### config.mk
export PLATFORM = sky130hd
export DESIGN_NAME = cbp_isqrt
export DESIGN_NICKNAME = d
export VERILOG_FILES = /design/src/rtl/core/cbp_pkg.sv /design/src/rtl/core/cbp_isqrt.sv
export SDC_FILE = /design/constraint.sdc
export NUM_CORES = 2
export LEC_CHECK = 0
export BUFFER_PORTS_ARGS = -buffer_cell sky130_fd_sc_hd__buf_2
export CAP_MARGIN = 20
export CORE_MARGIN = 3
export CORE_UTILIZATION = 40
export DETAILED_ROUTE_END_ITERATION = 7
export GPL_ROUTABILITY_DRIVEN = 0
export PLACE_DENSITY_LB_ADDON = 0.1
export SETUP_SLACK_MARGIN = 0.4
export SYNTH_ARGS = -nofsm -noshare
export SYNTH_HDL_FRONTEND = slang
export SYNTH_SLANG_ARGS = --single-unit
### constraint.sdc
create_clock -name clk -period 4.6 [get_ports clk]
set_clock_uncertainty 0.2 [all_clocks]
set_input_delay 0.46 -clock clk [delete_from_list [all_inputs] [get_ports clk]]
set_output_delay 0.46 -clock clk [all_outputs]
set_load 0.1 [all_outputs]
### src/rtl/core/cbp_pkg.sv
// shared types and constants for the circle versus box push-out pipeline
// no dependencies; used by cbp_isqrt, cbp_div2 and circle_box_push_out
package cbp_pkg;

  localparam int CW = 24;          // coordinate width, signed Q15.8
  localparam int K  = CW - 1;      // root, push and quotient width
  localparam int NB = 2 * K;       // radicand and dividend width

  typedef struct packed {
    logic signed [CW-1:0] center_x;
    logic signed [CW-1:0] center_y;
    logic        [CW-2:0] radius;
    logic signed [CW-1:0] box_min_x;
    logic signed [CW-1:0] box_min_y;
    logic signed [CW-1:0] box_max_x;
    logic signed [CW-1:0] box_max_y;
  } in_word_t;

  typedef struct packed {
    logic                 hit;
    logic signed [CW-1:0] push_x;
    logic signed [CW-1:0] push_y;
  } out_word_t;

  typedef enum logic [1:0] {
    FACE_LEFT,
    FACE_RIGHT,
    FACE_BOTTOM,
    FACE_TOP
  } face_t;

  // fields carried alongside the square root
  typedef struct packed {
    logic         hit;
    logic         in_box;
    logic         neg_x;
    logic         neg_y;
    logic [K-1:0] ax;
    logic [K-1:0] ay;
    logic [K-1:0] r;
    logic [CW:0]  mag;
    face_t        face;
  } sq_side_t;

  // fields carried alongside the division
  typedef struct packed {
    logic        hit;
    logic        in_box;
    logic        neg_x;
    logic        neg_y;
    logic [CW:0] mag;
    face_t       face;
  } dv_side_t;

endpackage

### src/rtl/core/cbp_isqrt.sv
// pipelined integer square root, one result bit per stage
// depends on cbp_pkg
module cbp_isqrt (
  input  logic                      clk,
  input  logic                      rst,
  input  logic                      en,
  input  logic                      in_valid,
  input  logic [cbp_pkg::NB-1:0]    in_data,
  input  cbp_pkg::sq_side_t         in_side,
  output logic                      out_valid,
  output logic [cbp_pkg::K-1:0]     out_root,
  output cbp_pkg::sq_side_t         out_side
);

  localparam int K  = cbp_pkg::K;
  localparam int NB = cbp_pkg::NB;
  localparam int RW = K + 2;

  logic                   v_a    [0:K];
  logic [RW-1:0]          rem_a  [0:K];
  logic [K-1:0]           root_a [0:K];
  logic [NB-1:0]          n_a    [0:K];
  cbp_pkg::sq_side_t      side_a [0:K];

  assign v_a[0]    = in_valid;
  assign rem_a[0]  = '0;
  assign root_a[0] = '0;
  assign n_a[0]    = in_data;
  assign side_a[0] = in_side;

  for (genvar s = 0; s < K; s++) begin : g_stage
    logic [RW-1:0] rem_sh;
    logic [RW-1:0] trial;
    logic          ge;

    // remainder never reaches the two dropped bits
    assign rem_sh = {rem_a[s][RW-3:0], n_a[s][NB-1 -: 2]};
    assign trial  = {root_a[s], 2'b01};
    assign ge     = (rem_sh >= trial);

    always_ff @(posedge clk) begin
      if (rst) begin
        v_a[s+1] <= 1'b0;
      end else if (en) begin
        v_a[s+1] <= v_a[s];
      end
    end

    always_ff @(posedge clk) begin
      if (en) begin
        rem_a[s+1]  <= ge ? (rem_sh - trial) : rem_sh;
        root_a[s+1] <= {root_a[s][K-2:0], ge};
        n_a[s+1]    <= n_a[s] << 2;
        side_a[s+1] <= side_a[s];
      end
    end
  end

  assign out_valid = v_a[K];
  assign out_root  = root_a[K];
  assign out_side  = side_a[K];

endmodule

Word level (Yosys, flattened, before mapping)
Index checks and enable logic that the tools add are counted.
{"block": "op_classes", "addsub": 22, "order_cmp": 23, "muxes": 22}
{"operator": "$mux 23", "count": 21}
{"operator": "$ge 25x10->1", "count": 1}
{"operator": "$ge 25x11->1", "count": 1}
{"operator": "$ge 25x12->1", "count": 1}
{"operator": "$ge 25x13->1", "count": 1}
{"operator": "$ge 25x14->1", "count": 1}
{"operator": "$ge 25x15->1", "count": 1}
{"operator": "$ge 25x16->1", "count": 1}
{"operator": "$ge 25x17->1", "count": 1}
{"operator": "$ge 25x18->1", "count": 1}
{"operator": "$ge 25x19->1", "count": 1}
{"operator": "$ge 25x20->1", "count": 1}
{"operator": "$ge 25x21->1", "count": 1}
{"operator": "$ge 25x22->1", "count": 1}
{"operator": "$ge 25x23->1", "count": 1}
{"operator": "$ge 25x24->1", "count": 1}
{"operator": "$ge 25x3->1", "count": 1}
{"operator": "$ge 25x4->1", "count": 1}
{"operator": "$ge 25x5->1", "count": 1}
{"operator": "$ge 25x6->1", "count": 1}
{"operator": "$ge 25x7->1", "count": 1}
{"operator": "$ge 25x8->1", "count": 1}
{"operator": "$ge 25x9->1", "count": 1}
{"operator": "$sub 23x10->23", "count": 1}
{"operator": "other kinds (23)", "count": 23}
{"block": "word_totals", "regBits": 3591, "in_bits": 150, "output_inout_bits": 124, "wordCells": 365}

Logic depth before layout (Yosys ltp)
{"block": "depth", "ltp_word": 2, "depth_mapped": 14, "ltp_nobuf": 12}

Worst setup path after synthesis
Ideal clock, no wire load.
{"block": "synth_path", "path_type": "register to register", "startpoint": "register rem_a (netlist bit g_stage[21].rem_sh[8])", "endpoint": "register rem_a (netlist bit g_stage[22].rem_sh[10]), data pin", "setup_ps": 260, "arrival_time_ps": 3045, "required_time_ps": 4140, "setup_slack_ps": 1095, "stages_incl_launch_ff": 13, "n_path_buf": 2, "synth_period_minus_slack_ps": 3505, "path_cell_list": "edfxtp_1 > ha_1 > and4_1 > and2_1 > a22oi_1 > o211ai_1 > a21oi_1 > o21ai_0 > a221o_1 > a2111o_1 > clkbuf_1 > clkbuf_1 > mux2_2"}
{"block": "synth_between", "elab_chain_cells": 2, "elab_cells_between_ends": 3, "classes_between": "add/sub (1); order compare (1); mux (1)"}
{"element": "from (decl)", "line_no": "cbp_isqrt.sv:20", "text": "logic [RW-1:0] rem_a [0:K];"}
{"element": "from (signal, indexed assignment)", "line_no": "cbp_isqrt.sv:51", "text": "rem_a[s+1] <= ge ? (rem_sh - trial) : rem_sh;"}
{"element": "$sub 23x23->23 / $ge 25x23->1 (equally long branches)", "line_no": "cbp_isqrt.sv:51, cbp_isqrt.sv:39"}
{"element": "$mux 23 (*)", "line_no": "cbp_isqrt.sv:51"}
Every way passes the cells marked *; elsewhere a longest branch is shown, timed or not.
A chain may end at the register's enable or synchronous reset.

Worst setup path in the final report
{"block": "layout_path", "startpoint": "register rem_a (netlist bit g_stage[21].rem_sh[8])", "endpoint": "register rem_a (netlist bit g_stage[22].rem_sh[6]), data pin"}
{"block": "layout_between", "elab_chain_cells": 2}
{"element": "$ge 25x23->1", "line_no": "cbp_isqrt.sv:39", "text": "assign ge = (rem_sh >= trial);"}
{"element": "$mux 23", "line_no": "cbp_isqrt.sv:51"}
No other way between the ends.

==> impl_results.html <==
<table>
<tr><th>Metric</th><th>Value</th></tr>
<tr><th colspan="2">Worst setup path</th></tr>
<tr><td>Reg2Reg Setup Slack</td><td>~600 ps</td></tr>
<tr><td>CP peak stage delay</td><td>730 ps</td></tr>
<tr><td>Cell depth of the worst flop-to-flop path</td><td>10</td></tr>
<tr><td>Critical path capture point type</td><td>register</td></tr>
<tr><td>Setup crit start kind</td><td>register</td></tr>
<tr><td>Worst-path cell with the longest stage delay</td><td>a2111o_2</td></tr>
<tr><td>Source of the worst register-to-register timing path</td><td>g_stage[21].rem_sh[8]$_DFFE_PP_</td></tr>
<tr><td>CP required</td><td>4990 ps</td></tr>
<tr><td>Worst reg2reg path endpoint</td><td>g_stage[22].rem_sh[6]$_DFFE_PP_</td></tr>
<tr><td>Total stage count of the critical path</td><td>10</td></tr>
<tr><td>Arrival time at the worst endpoint</td><td>~4400 ps</td></tr>
<tr><td>Peak fanout along the critical path</td><td>22</td></tr>
<tr><td>Worst-path cell chain</td><td>ha_1 -&gt; and4_1 -&gt; and2_1 -&gt; a22oi_1 -&gt; o211ai_1 -&gt; a21oi_1 -&gt; o21ai_0 -&gt; a221o_1 -&gt; a2111o_2 -&gt; mux2_2</td></tr>
<tr><td>Number of buffers and inverters on the critical path</td><td>0</td></tr>
<tr><td>WS Path Type</td><td>reg -&gt; reg</td></tr>
<tr><td>Cell family with the largest share of critical-path delay</td><td>compound AO/OA/AOI/OAI gates</td></tr>
<tr><th colspan="2">STA</th></tr>
<tr><td>Final count of hold timing violations</td><td>0</td></tr>
<tr><td>Final cycle utilization of the critical path</td><td>between 80% and 90%</td></tr>
<tr><td>Sum Neg Setup Slack</td><td>0 ps</td></tr>
<tr><td>Relative slew margins</td><td>30.7%</td></tr>
<tr><td>Max-slew violations</td><td>0</td></tr>
<tr><td>Post-layout min period</td><td>approximately 4000 ps</td></tr>
<tr><td>Tightest Pin Transition</td><td>~1000 ps</td></tr>
<tr><td>Top achievable clock speed</td><td>0.250 GHz</td></tr>
<tr><td>Setup repair after global routing missed its margin</td><td>false</td></tr>
<tr><td>Final Setup Violations</td><td>0</td></tr>
<tr><th colspan="2">Detailed routing</th></tr>
<tr><td>Number of vias after detailed routing</td><td>56900</td></tr>
<tr><td>Initial drt markers</td><td>3746</td></tr>
<tr><td>DRC violations left</td><td>0</td></tr>
<tr><td>DR pass1 iterations</td><td>5</td></tr>
<tr><td>WL per Instance</td><td>15.7 um</td></tr>
<tr><td>ANT nets after route</td><td>0</td></tr>
<tr><td>Vias per cell</td><td>4.69</td></tr>
<tr><td>Wire length reported by the detailed router</td><td>191000 um</td></tr>
<tr><th colspan="2">Min path</th></tr>
<tr><td>Hold depth</td><td>2</td></tr>
<tr><td>Hold Path Class</td><td>in -&gt; reg</td></tr>
<tr><td>Worst Hold End</td><td>n_a[1044]$_DFFE_PP_</td></tr>
<tr><td>Startpoint of the worst hold path</td><td>in_data[30]</td></tr>
<tr><th colspan="2">Synthesis</th></tr>
<tr><td>Synth Flop Type</td><td>edfxtp_1</td></tr>
<tr><td>Post-Synthesis Net Count</td><td>around 7200</td></tr>
<tr><td>Share of synthesized flip-flops with an asynchronous set or reset</td><td>0%</td></tr>
<tr><td>Share of the yosys chip area belonging to registers</td><td>83.8%</td></tr>
<tr><td>Mapped Area</td><td>approximately 130000 sq um</td></tr>
<tr><td>Synthesized flop and latch total</td><td>3582</td></tr>
<tr><td>Yosys warns</td><td>0</td></tr>
<tr><td>Synthesized area per cell</td><td>18.9 sq um</td></tr>
<tr><td>Number of synthesized flops with an enable pin</td><td>3559</td></tr>
<tr><td>Post-synth cell types</td><td>84</td></tr>
<tr><td>Mapped Cells</td><td>6791</td></tr>
<tr><th colspan="2">Floorplan</th></tr>
<tr><td>Placeable core area</td><td>318000 sq um</td></tr>
<tr><td>Die ar.</td><td>around 330000 sq um</td></tr>
<tr><td>Number of placement rows</td><td>207</td></tr>
<tr><td>Starting Density</td><td>40.3%</td></tr>
<tr><td>Total I/O pin count</td><td>274</td></tr>
<tr><td>Die X</td><td>around 570 um</td></tr>
<tr><td>Die height</td><td>572 um</td></tr>
<tr><th colspan="2">Power and ir drop</th></tr>
<tr><td>Cell leakage power</td><td>around 54 nW</td></tr>
<tr><td>PnR Total Power</td><td>76.4 mW</td></tr>
<tr><td>Worst IR Drop VDD</td><td>0.000319 V</td></tr>
<tr><td>Power per cell area</td><td>510 nW/um^2</td></tr>
<tr><th colspan="2">Finish</th></tr>
<tr><td>Area grow syn2layout</td><td>16.8%</td></tr>
<tr><td>Commonest non-fill, non-tap cell in the layout</td><td>edfxtp_1</td></tr>
<tr><td>Final Net Count</td><td>8077</td></tr>
<tr><td>Final std cell area, no fill</td><td>150000 sq um</td></tr>
<tr><td>Final Non-Filler Cells</td><td>12100</td></tr>
<tr><td>Fillers</td><td>26500</td></tr>
<tr><td>Share of final-layout standard cells stronger than drive strength 1</td><td>12.8%</td></tr>
<tr><td>End-of-flow core utilization</td><td>47.0%</td></tr>
<tr><td>Most used cells in the layout excluding fill and tap cells</td><td>edfxtp_1 (3559), clkbuf_16 (387), inv_1 (377)</td></tr>
<tr><th colspan="2">Status</th></tr>
<tr><td>Status</td><td>completed</td></tr>
<tr><th colspan="2">Global routing</th></tr>
<tr><td>Number of global-route vias before repair</td><td>58000</td></tr>
<tr><td>Remaining global-route overflow</td><td>0</td></tr>
<tr><td>Global-route wire length before repair</td><td>305000 um</td></tr>
<tr><td>Total routing usage reported by global routing</td><td>between 10% and 20%</td></tr>
<tr><td>Initial antenna violation count</td><td>9</td></tr>
<tr><td>Largest net degree at the start of global routing</td><td>about 150</td></tr>
<tr><th colspan="2">Place</th></tr>
<tr><td>Port bufs</td><td>approximately 270</td></tr>
<tr><td>Placed Cells incl. Taps</td><td>11200</td></tr>
<tr><td>Half-perimeter wire length of the detailed placement result</td><td>115000 um</td></tr>
<tr><td>Total cell area at the placement stage</td><td>approximately 140000 sq um</td></tr>
<tr><th colspan="2">Clocking</th></tr>
<tr><td>Number of sinks driven by the clock tree</td><td>3582</td></tr>
<tr><td>Clock latency at the later pin of the worst-skew pair</td><td>890 ps</td></tr>
<tr><td>Number of H-tree levels</td><td>5</td></tr>
<tr><td>Library cell used as clock root buffer</td><td>clkbuf_16</td></tr>
<tr><td>CTS tree</td><td>built</td></tr>
<tr><td>Post-CTS clock slew at the launch and capture registers of the worst setup and hold paths</td><td>60 ps</td></tr>
<tr><td>Number of buffers added for setup after CTS</td><td>0</td></tr>
<tr><td>Max Root-Sink Buffers</td><td>4</td></tr>
<tr><td>Number of buffers created by CTS</td><td>379</td></tr>
<tr><th colspan="2">Flow run</th></tr>
<tr><td>Max capacitance violation total</td><td>0</td></tr>
</table>
[logic make-up after synthesis]
| logic type | share of synthesized area, % |
|---|---|
| compound gates | 3.93 |
| fa+ha+maj | 2.93 |
| other cells | 0.00293 |
| flops | 83.8 |
| buf+inv | 1.91 |
| xor+xnor | 2.54 |
| mux | 0.782 |
| simple gates | 4.13 |
[registers in the layout, summed over array words and instances (netlist names)]
| name | cells |
|---|---|
| g_stage.rem_sh | 521 |
| out_root | 23 |
| out_side | 100 |
| v_a | 22 |
| n_a | 462 |
| g_stage.trial | 253 |
| side_a | 2200 |
| out_valid | 1 |
[worst max path at each step]
stage,from,to,slack (ps)
global route,g_stage[19].rem_sh[3]$_DFFE_PP_,g_stage[20].rem_sh[22]$_DFFE_PP_,440
finish,g_stage[21].rem_sh[8]$_DFFE_PP_,g_stage[22].rem_sh[6]$_DFFE_PP_,600
CTS,g_stage[21].rem_sh[8]$_DFFE_PP_,g_stage[22].rem_sh[6]$_DFFE_PP_,470
floorplan,g_stage[21].rem_sh[8]$_DFFE_PP_,g_stage[22].rem_sh[10]$_DFFE_PP_,1090
global placement,g_stage[21].rem_sh[8]$_DFFE_PP_,g_stage[22].rem_sh[2]$_DFFE_PP_,470
detailed placement,g_stage[21].rem_sh[8]$_DFFE_PP_,g_stage[22].rem_sh[6]$_DFFE_PP_,490
[cells in the mapped netlist, types with 8 or more instances]
cell type  count  area [sq um]
and4_1         8          70.1
nor3_1        99           495
a21o_1        82           616
o21a_1        60           450
nand2_1      276          1040
or4_1         16           120
or2_2         20           125
o21bai_1      20           150
buf_4        101           758
nor2_1       276          1040
mux2_2        57           642
a21oi_1      255          1280
nand2b_1      60           375
o41ai_1        9          78.8
o211ai_1      14           105
a21boi_0      13          97.6
nand3_1       66           330
mux2i_1       36           360
and2_1        17           106
dfxtp_1       23           460
or3_1         32           200
inv_1        377          1420
o21ai_0      236          1180
and3_1        24           150
nor2b_1       42           263
nand3b_1       9          67.6
edfxtp_1    3559        107000
nand4_1       32           200
a31oi_1       18           113
nor4_1        59           369
xor2_1       191          1670
xnor2_1      180          1580
clkbuf_1      57           214
o31ai_1       27           203
ha_1         300          3750
nor3b_1        8          60.1
a211oi_1      19           143
o2111ai_1      8          70.1
[worst reg2reg max path: cells and delay by family (launching register included)]
family | cells | cell delay, ps
AOI/OAI and AO/OA | 6 | 1920
muxes | 1 | 390
adders and majority gates | 1 | 410
and+or+nand+nor | 2 | 430
DFF | 1 | 400
[power breakdown]
group	total (mW)	leakage, nW	internal (mW)	switching [mW]
clock	29.6	5.94	17.6	12.1
sequential	40.1	34.8	39.1	1.07
combinational	6.63	13.0	2.68	3.95
[metal layers]
layer  track usage [%]  up-vias  part of all wire, %
met5                 0        -                    0
met2              19.0      996                   48
li1                  -    27600                    -
met3              1.99      535                  3.8
met4              5.46        0                  4.6
met1              14.5    27800                   43
[what timing repair did]
action	CTS	global route
setup endpoints to repair	0	23
hold buffers	227	0
resized for setup	0	1
endpoints found under the hold margin	192	0
[layout make-up]
type / count / area [sq um] / area share [%]
sequential: 3582 / 107000 / 71.7
multi-input combinational: 2662 / 18400 / 12.3
clock buffer: 485 / 10100 / 6.73
tap: 4180 / 5230 / 3.49
timing repair buffer: 624 / 5130 / 3.43
clock inverter: 208 / 2130 / 1.42
inverter: 378 / 1420 / 0.948
antenna: 1 / 2.50 / 0.00167
[metrics by stage]
step                hold WS [ps]  setup slack, ps
global placement             200              466
finish                      99.4              599
CTS                        0.704              467
floorplan                    200             1090
global route                32.6              438
detailed placement           205              494
No activity file was read; power rests on OpenSTA's default activity.
